## src/rtl/div64su_pkg.sv

```systemverilog
// Shared types and constants for the 64-bit signed/unsigned divider.
package div64su_pkg;

  // Fixed width of the operand and result ports.
  localparam int FIELD_W = 64;

  typedef logic [FIELD_W-1:0] field_t;

  // Command codes.
  localparam logic CMD_UNSIGNED = 1'b0;
  localparam logic CMD_SIGNED   = 1'b1;

endpackage

```

## src/rtl/divider_64bit_signed_unsigned.sv

```systemverilog
// Top level: iterative restoring divider, unsigned or signed two's complement.
//
// Input channel in_*: command (0 unsigned, 1 signed), dividend and divisor.
// A beat is taken when in_valid is high and in_stall is low. Only the low
// DATA_WIDTH bits of each operand are used. Result channel out_*: quotient,
// remainder (sign of the dividend in signed mode) and divide_by_zero. The
// result bits above DATA_WIDTH are zero. A zero divisor gives the flag with
// zero quotient and remainder.
// Operation: magnitudes load on the input beat, then DATA_WIDTH passes
// through the single shared subtract-and-compare unit (one quotient bit per
// cycle), then the sign fix-up into the output register, which sets out_valid.
// Flow: no new item is taken until the current one has left the fix-up step;
// in_stall is high while an item is in the shared unit or the fix-up step.
// A new item is taken while an earlier result still waits in the output
// register. If the receiver stalls, the result holds in the output register
// and the fix-up step waits for it to drain.
// Reset (rst_n low, synchronous) returns the sequencer to idle and drops any
// pending result.
module divider_64bit_signed_unsigned #(
  parameter int DATA_WIDTH = 64
) (
  input  logic                               clk,
  input  logic                               rst_n,
  input  logic                               in_valid,
  output logic                               in_stall,
  input  logic                               in_command,
  input  logic [div64su_pkg::FIELD_W-1:0]    in_dividend,
  input  logic [div64su_pkg::FIELD_W-1:0]    in_divisor,
  output logic                               out_valid,
  input  logic                               out_stall,
  output logic [div64su_pkg::FIELD_W-1:0]    out_quotient,
  output logic [div64su_pkg::FIELD_W-1:0]    out_remainder,
  output logic                               out_divide_by_zero
);

  localparam int W     = DATA_WIDTH;
  localparam int CNT_W = $clog2(DATA_WIDTH);
  localparam logic [CNT_W-1:0] CNT_LAST = CNT_W'(DATA_WIDTH - 1);

  localparam logic [1:0] ST_IDLE = 2'd0;
  localparam logic [1:0] ST_RUN  = 2'd1;
  localparam logic [1:0] ST_FIX  = 2'd2;

  logic [1:0]       state_r, state_nxt;
  logic [CNT_W-1:0] cnt_r, cnt_nxt;
  logic [W-1:0]     rem_r, rem_nxt;
  logic [W-1:0]     quo_r, quo_nxt;
  logic [W-1:0]     den_r, den_nxt;
  logic             neg_q_r, neg_q_nxt;
  logic             neg_r_r, neg_r_nxt;
  logic             dbz_r, dbz_nxt;

  logic                            out_valid_r, out_valid_nxt;
  logic [div64su_pkg::FIELD_W-1:0] out_quo_r, out_quo_nxt;
  logic [div64su_pkg::FIELD_W-1:0] out_rem_r, out_rem_nxt;
  logic                            out_dbz_r, out_dbz_nxt;

  logic [W-1:0] num_in, den_in;
  logic         num_neg, den_neg, in_signed;
  logic         in_acc, out_free;
  logic [W:0]   rem_sh, diff;
  logic         fits;
  logic [W-1:0] q_fin, r_fin;

  assign in_acc    = in_valid && (state_r == ST_IDLE);
  assign out_free  = !out_valid_r || !out_stall;

  assign num_in    = in_dividend[W-1:0];
  assign den_in    = in_divisor[W-1:0];
  assign in_signed = (in_command == div64su_pkg::CMD_SIGNED);
  assign num_neg   = in_signed && num_in[W-1];
  assign den_neg   = in_signed && den_in[W-1];

  // Shared unit: bring down the next dividend bit and try the subtract.
  assign rem_sh = {rem_r, quo_r[W-1]};
  assign diff   = rem_sh - {1'b0, den_r};
  assign fits   = !diff[W];

  assign q_fin = neg_q_r ? (~quo_r + W'(1)) : quo_r;
  assign r_fin = neg_r_r ? (~rem_r + W'(1)) : rem_r;

  always_comb begin
    state_nxt     = state_r;
    cnt_nxt       = cnt_r;
    rem_nxt       = rem_r;
    quo_nxt       = quo_r;
    den_nxt       = den_r;
    neg_q_nxt     = neg_q_r;
    neg_r_nxt     = neg_r_r;
    dbz_nxt       = dbz_r;
    out_valid_nxt = out_valid_r && out_stall;
    out_quo_nxt   = out_quo_r;
    out_rem_nxt   = out_rem_r;
    out_dbz_nxt   = out_dbz_r;
    case (state_r)
      ST_IDLE: begin
        if (in_acc) begin
          rem_nxt   = '0;
          quo_nxt   = num_neg ? (~num_in + W'(1)) : num_in;
          den_nxt   = den_neg ? (~den_in + W'(1)) : den_in;
          neg_q_nxt = num_neg != den_neg;
          neg_r_nxt = num_neg;
          dbz_nxt   = (den_in == '0);
          cnt_nxt   = CNT_LAST;
          state_nxt = ST_RUN;
        end
      end
      ST_RUN: begin
        rem_nxt = fits ? diff[W-1:0] : rem_sh[W-1:0];
        quo_nxt = {quo_r[W-2:0], fits};
        cnt_nxt = cnt_r - CNT_W'(1);
        if (cnt_r == '0) begin
          state_nxt = ST_FIX;
        end
      end
      ST_FIX: begin
        // hold until the output register is free
        if (out_free) begin
          out_valid_nxt = 1'b1;
          out_dbz_nxt   = dbz_r;
          out_quo_nxt   = dbz_r ? '0 : div64su_pkg::FIELD_W'(q_fin);
          out_rem_nxt   = dbz_r ? '0 : div64su_pkg::FIELD_W'(r_fin);
          state_nxt     = ST_IDLE;
        end
      end
      default: begin
        state_nxt = ST_IDLE;
      end
    endcase
  end

  always_ff @(posedge clk) begin
    if (!rst_n) begin
      state_r     <= ST_IDLE;
      out_valid_r <= 1'b0;
    end else begin
      state_r     <= state_nxt;
      out_valid_r <= out_valid_nxt;
    end
  end

  always_ff @(posedge clk) begin
    cnt_r     <= cnt_nxt;
    rem_r     <= rem_nxt;
    quo_r     <= quo_nxt;
    den_r     <= den_nxt;
    neg_q_r   <= neg_q_nxt;
    neg_r_r   <= neg_r_nxt;
    dbz_r     <= dbz_nxt;
    out_quo_r <= out_quo_nxt;
    out_rem_r <= out_rem_nxt;
    out_dbz_r <= out_dbz_nxt;
  end

  assign in_stall           = (state_r != ST_IDLE);
  assign out_valid          = out_valid_r;
  assign out_quotient       = out_quo_r;
  assign out_remainder      = out_rem_r;
  assign out_divide_by_zero = out_dbz_r;

endmodule

```

## config.mk

```make
export PLATFORM = sky130hd
export DESIGN_NAME = divider_64bit_signed_unsigned
export DESIGN_NICKNAME = d
export VERILOG_FILES = /design/src/rtl/div64su_pkg.sv /design/src/rtl/divider_64bit_signed_unsigned.sv
export SDC_FILE = /design/constraint.sdc
export NUM_CORES = 1
export LEC_CHECK = 0
export BUFFER_PORTS_ARGS = -buffer_cell sky130_fd_sc_hd__buf_2
export CORE_MARGIN = 5
export CORE_UTILIZATION = 57
export CTS_BUF_LIST = sky130_fd_sc_hd__clkbuf_8 sky130_fd_sc_hd__clkbuf_16
export DETAILED_ROUTE_END_ITERATION = 8
export HOLD_SLACK_MARGIN = 0.03
export PLACE_DENSITY = 0.81
export SLEW_MARGIN = 20
export SYNTH_ARGS = -nofsm -noshare
export SYNTH_HDL_FRONTEND = slang
export SYNTH_SLANG_ARGS = --single-unit
```

## constraint.sdc

```tcl
create_clock -name clk -period 14.22 [get_ports clk]
set_clock_uncertainty 0.1 [all_clocks]
set_input_delay 2.844 -clock clk [delete_from_list [all_inputs] [get_ports clk]]
set_output_delay 2.844 -clock clk [all_outputs]
set_load 0.005 [all_outputs]
```

==> impl_metrics.py <==
metrics = {
    "hold_path": {
        "hold_path_class": "register to register",
        "hold_start": "out_valid$_SDFF_PN0_",
    },
    "power_and_ir_drop": {
        "netSwitchingPower_w": 0.00110,
        "switching_share_pct": 34.6,
        "p_int_w": 0.00209,
        "p_clk_share_pct": 28.4,
        "combPwrFrac_pct": 29.8,
        "pwr_density_cell_nw_per_um2": 128,
        "max-vdd-ir-drop_uv": 68.2,
        "p_leak_nw": 9.63,
        "p_seq_share_pct": 41.8,
    },
    "placement": {
        "place.gp.congestion": 0.917,
        "dp_cells": 3022,
        "hpwl_mm": 44.1,
        "dpl-instance-area_sq_um": 23700,
        "io_buffer_count": 263,
    },
    "drt": {
        "wirelength_mm": 57.9,
        "final_antenna_net_count": 0,
        "wl_per_cell_um": 18.7,
        "dr_wl_met2_mm": 26.4,
        "drc": 0,
        "wl_met1_mm": 24.9,
        "vias": 18300,
        "wl_met3_mm": 4.78,
        "vias_per_cell": 5.90,
        "dr.pass1.iters": 6,
        "drt-initial-drc-count": 1590,
        "highest_layer": "met4",
    },
    "timing": {
        "finalHoldViolations": 0,
        "max_freq_mhz": 160,
        "slew-limit-headroom_pct": 26.9,
        "setup_violations": 0,
        "rsz0062_at_grt": "no",
        "fin_crit_ps": 6230,
        "fin_crit_sh_pct": 43.8,
        "holdWs_ps": 451,
        "tightest_slew_ps": 1100,
        "finalSetupTns_ps": 0,
        "finalMaxSlewViolations": 0,
    },
    "final_layout": {
        "final_area_sq_um": 24800,
        "nets": 2749,
        "fin_cells": 3095,
        "drive_above_1_share_pct": 14.8,
        "area_growth_pct": 12.9,
    },
    "status": {
        "status": "complete, no violations",
    },
    "floorplan": {
        "die-area_sq_um": 42600,
        "die_h_um": 206,
        "fp.coreArea_sq_um": 38400,
        "die_width_um": 206,
        "io_pins": 264,
        "rows": 72,
        "start_util_pct": 57.3,
    },
    "critical_path": {
        "startpoint_type": "input port",
        "r2r-end": "rem_r[57]$_SDFFCE_PN0P_",
        "cpMaxStageDelayCell": "nor4_1",
        "cp_slowest_stage_delay_ps": 680,
        "cp_max_fo": 5,
        "r2r_slack_ps": 9400,
        "cpMostUsedCell": "nor4_1",
        "cp-end-kind": "register",
        "r2r-start": "quo_r[63]$_DFFE_PP_",
        "cp.arrival_ps": 6420,
        "crit_end": "den_r[60]$_DFFE_PP_",
        "startpoint": "in_divisor[16]",
        "required_ps": 14410,
        "reg2regPathDepth": 14,
        "crit_type": "input port to register",
        "crit_chain": "buf_2, or4_1, nor3_1, nand3_1, nor2_1, nand2_1, nor4_1, nand4b_1, nor4_1, a31oi_1, xor2_1",
    },
    "yosys": {
        "synth-edff-count": 330,
        "async_flop_share_pct": 0,
        "synth.yosys.warnings": 0,
        "ys.flop_type": "edfxtp_1",
        "synth-seq-area-share_pct": 45.3,
        "syn-cell-area_sq_um": 22000,
        "synth_top_family_by_area": "simple AND/OR/NAND/NOR gates",
        "synth_top_area_share_pct": 45.1,
        "syn-num-nets": 2539,
        "synthSimpleGateAreaFrac_pct": 18.4,
        "synthCells": 2335,
        "synth.ff_latch_count": 333,
        "syn_avg_cell_area_sq_um": 9.42,
        "synth.distinct_cells": 77,
        "ys_top_cells_by_count": "edfxtp_1, nand2_1, nor2_1, o21ai_0, xor2_1",
        "synthTopCellsByArea": "edfxtp_1, xor2_1, o21ai_0",
        "synth_xor_area_share_pct": 12.3,
        "synth_most_common_cell": "edfxtp_1",
        "synth_mux_area_share_pct": 0.364,
        "synth_compound_area_share_pct": 15.6,
        "synth_top_area_cell": "edfxtp_1",
        "synth_fa_ha_area_share_pct": 4.07,
    },
    "global_route": {
        "grt_use_total_pct": 26.6,
        "antenna_found_initial": 1,
        "grt_start_max_net_pins": 124,
        "grt_pass1_vias": 17200,
        "grt_pass1_wl_mm": 91.0,
        "grt-ovfl-total": 0,
    },
    "clock_tree": {
        "cts_sinks": 333,
        "path_clk_slew_ps": 50,
        "post_cts_resized": 0,
        "tritoncts": "done",
        "cts_setup_buffers": 0,
        "clock_latency_ps": 560,
        "cts_buffer_depth": 3,
        "cts_buffers": 39,
        "htreeDepth": 2,
        "cts-root-buf": "clkbuf_16",
        "cts_hold_buf": 0,
    },
    "run": {
        "drv_cap": 0,
    },
}
[layout make-up]
type / count / area [sq um]
Fill cell: 3221 / 13500
Multi-Input combinational cell: 1791 / 11200
Sequential cell: 333 / 9970
Timing Repair Buffer: 281 / 1460
Clock buffer: 41 / 1000
Tap cell: 518 / 648
Inverter: 99 / 372
Clock inverter: 31 / 164
Antenna cell: 1 / 2.50
[registers in the layout, indices dropped and copies added, names as in the netlist]
register and cells:
den_r 64, out_quotient 64, out_remainder 64, quo_r 64, rem_r 64, cnt_r 6
state_r 2, dbz_r 1, neg_q_r 1, neg_r_r 1, out_divide_by_zero 1, out_valid 1
[per-layer routing]
layer | global-route usage, % | up-vias
met5 | 0 | -
met1 | 37.2 | 8495
li1 | - | 8867
met2 | 42.8 | 784
met3 | 4.28 | 118
met4 | 8.60 | 0
[cell usage in the layout, fill, tap and decap left out, types with 13 or more instances in the layout]
cell type | netlist | routed
buf_2 | 3 | 263
a211oi_1 | 13 | 13
inv_1 | 98 | 109
nor2_1 | 237 | 236
edfxtp_1 | 330 | 330
nand2b_1 | 23 | 22
o31ai_1 | 69 | 69
a21o_1 | 32 | 32
xnor2_1 | 114 | 114
o21bai_1 | 13 | 13
nor3_1 | 57 | 57
or3_1 | 66 | 66
or4_1 | 33 | 33
o41ai_1 | 20 | 20
a31oi_1 | 16 | 16
nand3_1 | 66 | 66
a21oi_1 | 140 | 139
nor4_1 | 21 | 21
ha_1 | 70 | 70
nand2_1 | 240 | 239
nand4_1 | 21 | 21
buf_4 | 1 | 17
clkbuf_16 | 0 | 39
xor2_1 | 194 | 193
o21ai_0 | 212 | 211
[per-stage QoR]
step | setup slack, ps | total power [W] | utilization (%)
2_1_floorplan | 1070 | 0.00204 | -
3_3_place_gp | 7580 | 0.00226 | 61.7
3_5_place_dp | 7430 | 0.00228 | 61.7
4_1_cts | 8010 | 0.00320 | 64.7
5_1_grt | 7680 | 0.00337 | 64.7
6_report | 7990 | 0.00319 | 64.7
[cell families (layout without fill, tap and decap cells)]
kind of cell             count (synthesis)  in the layout
adder cells (fa/ha/maj)                 71             71
multiplexers                             8              8
flip-flops                             333            333
buffers and inverters                  211            452
AO/OA/AOI/OAI                          567            567
other                                    0              1
XOR/XNOR                               308            308
AND/OR/NAND/NOR                        837            837
[power by group through the flow]
stage / sequential, W / combinational (W) / clock (W)
final: 0.00133 / 0.000951 / 0.000906
after global routing: 0.00134 / 0.00106 / 0.000970
after CTS: 0.00133 / 0.000940 / 0.000928
after detailed placement: 0.00135 / 0.000936 / 0
after global placement: 0.00134 / 0.000919 / 0
after floorplan: 0.00131 / 0.000727 / 0
[how the worst min path moves through the flow]
stage | depth (start not counted) | to | slack (ps)
after global routing | 2 | out_valid$_SDFF_PN0_ | 490
after detailed placement | 2 | out_valid$_SDFF_PN0_ | 450
final | 2 | out_valid$_SDFF_PN0_ | 450
after global placement | 2 | out_valid$_SDFF_PN0_ | 420
after CTS | 2 | out_valid$_SDFF_PN0_ | 450
after floorplan | 1 | state_r[0]$_SDFFE_PN0P_ | 370
[worst max-delay path: cells and delay by family]
kind / cells / cell delay (ps)
and+or+nand+nor: 8 / 3080
AOI/OAI and AO/OA: 1 / 210
xor gates and xnor gates: 1 / 180
buffers and inverters: 1 / 110
No activity file was read; power rests on OpenSTA's default activity.
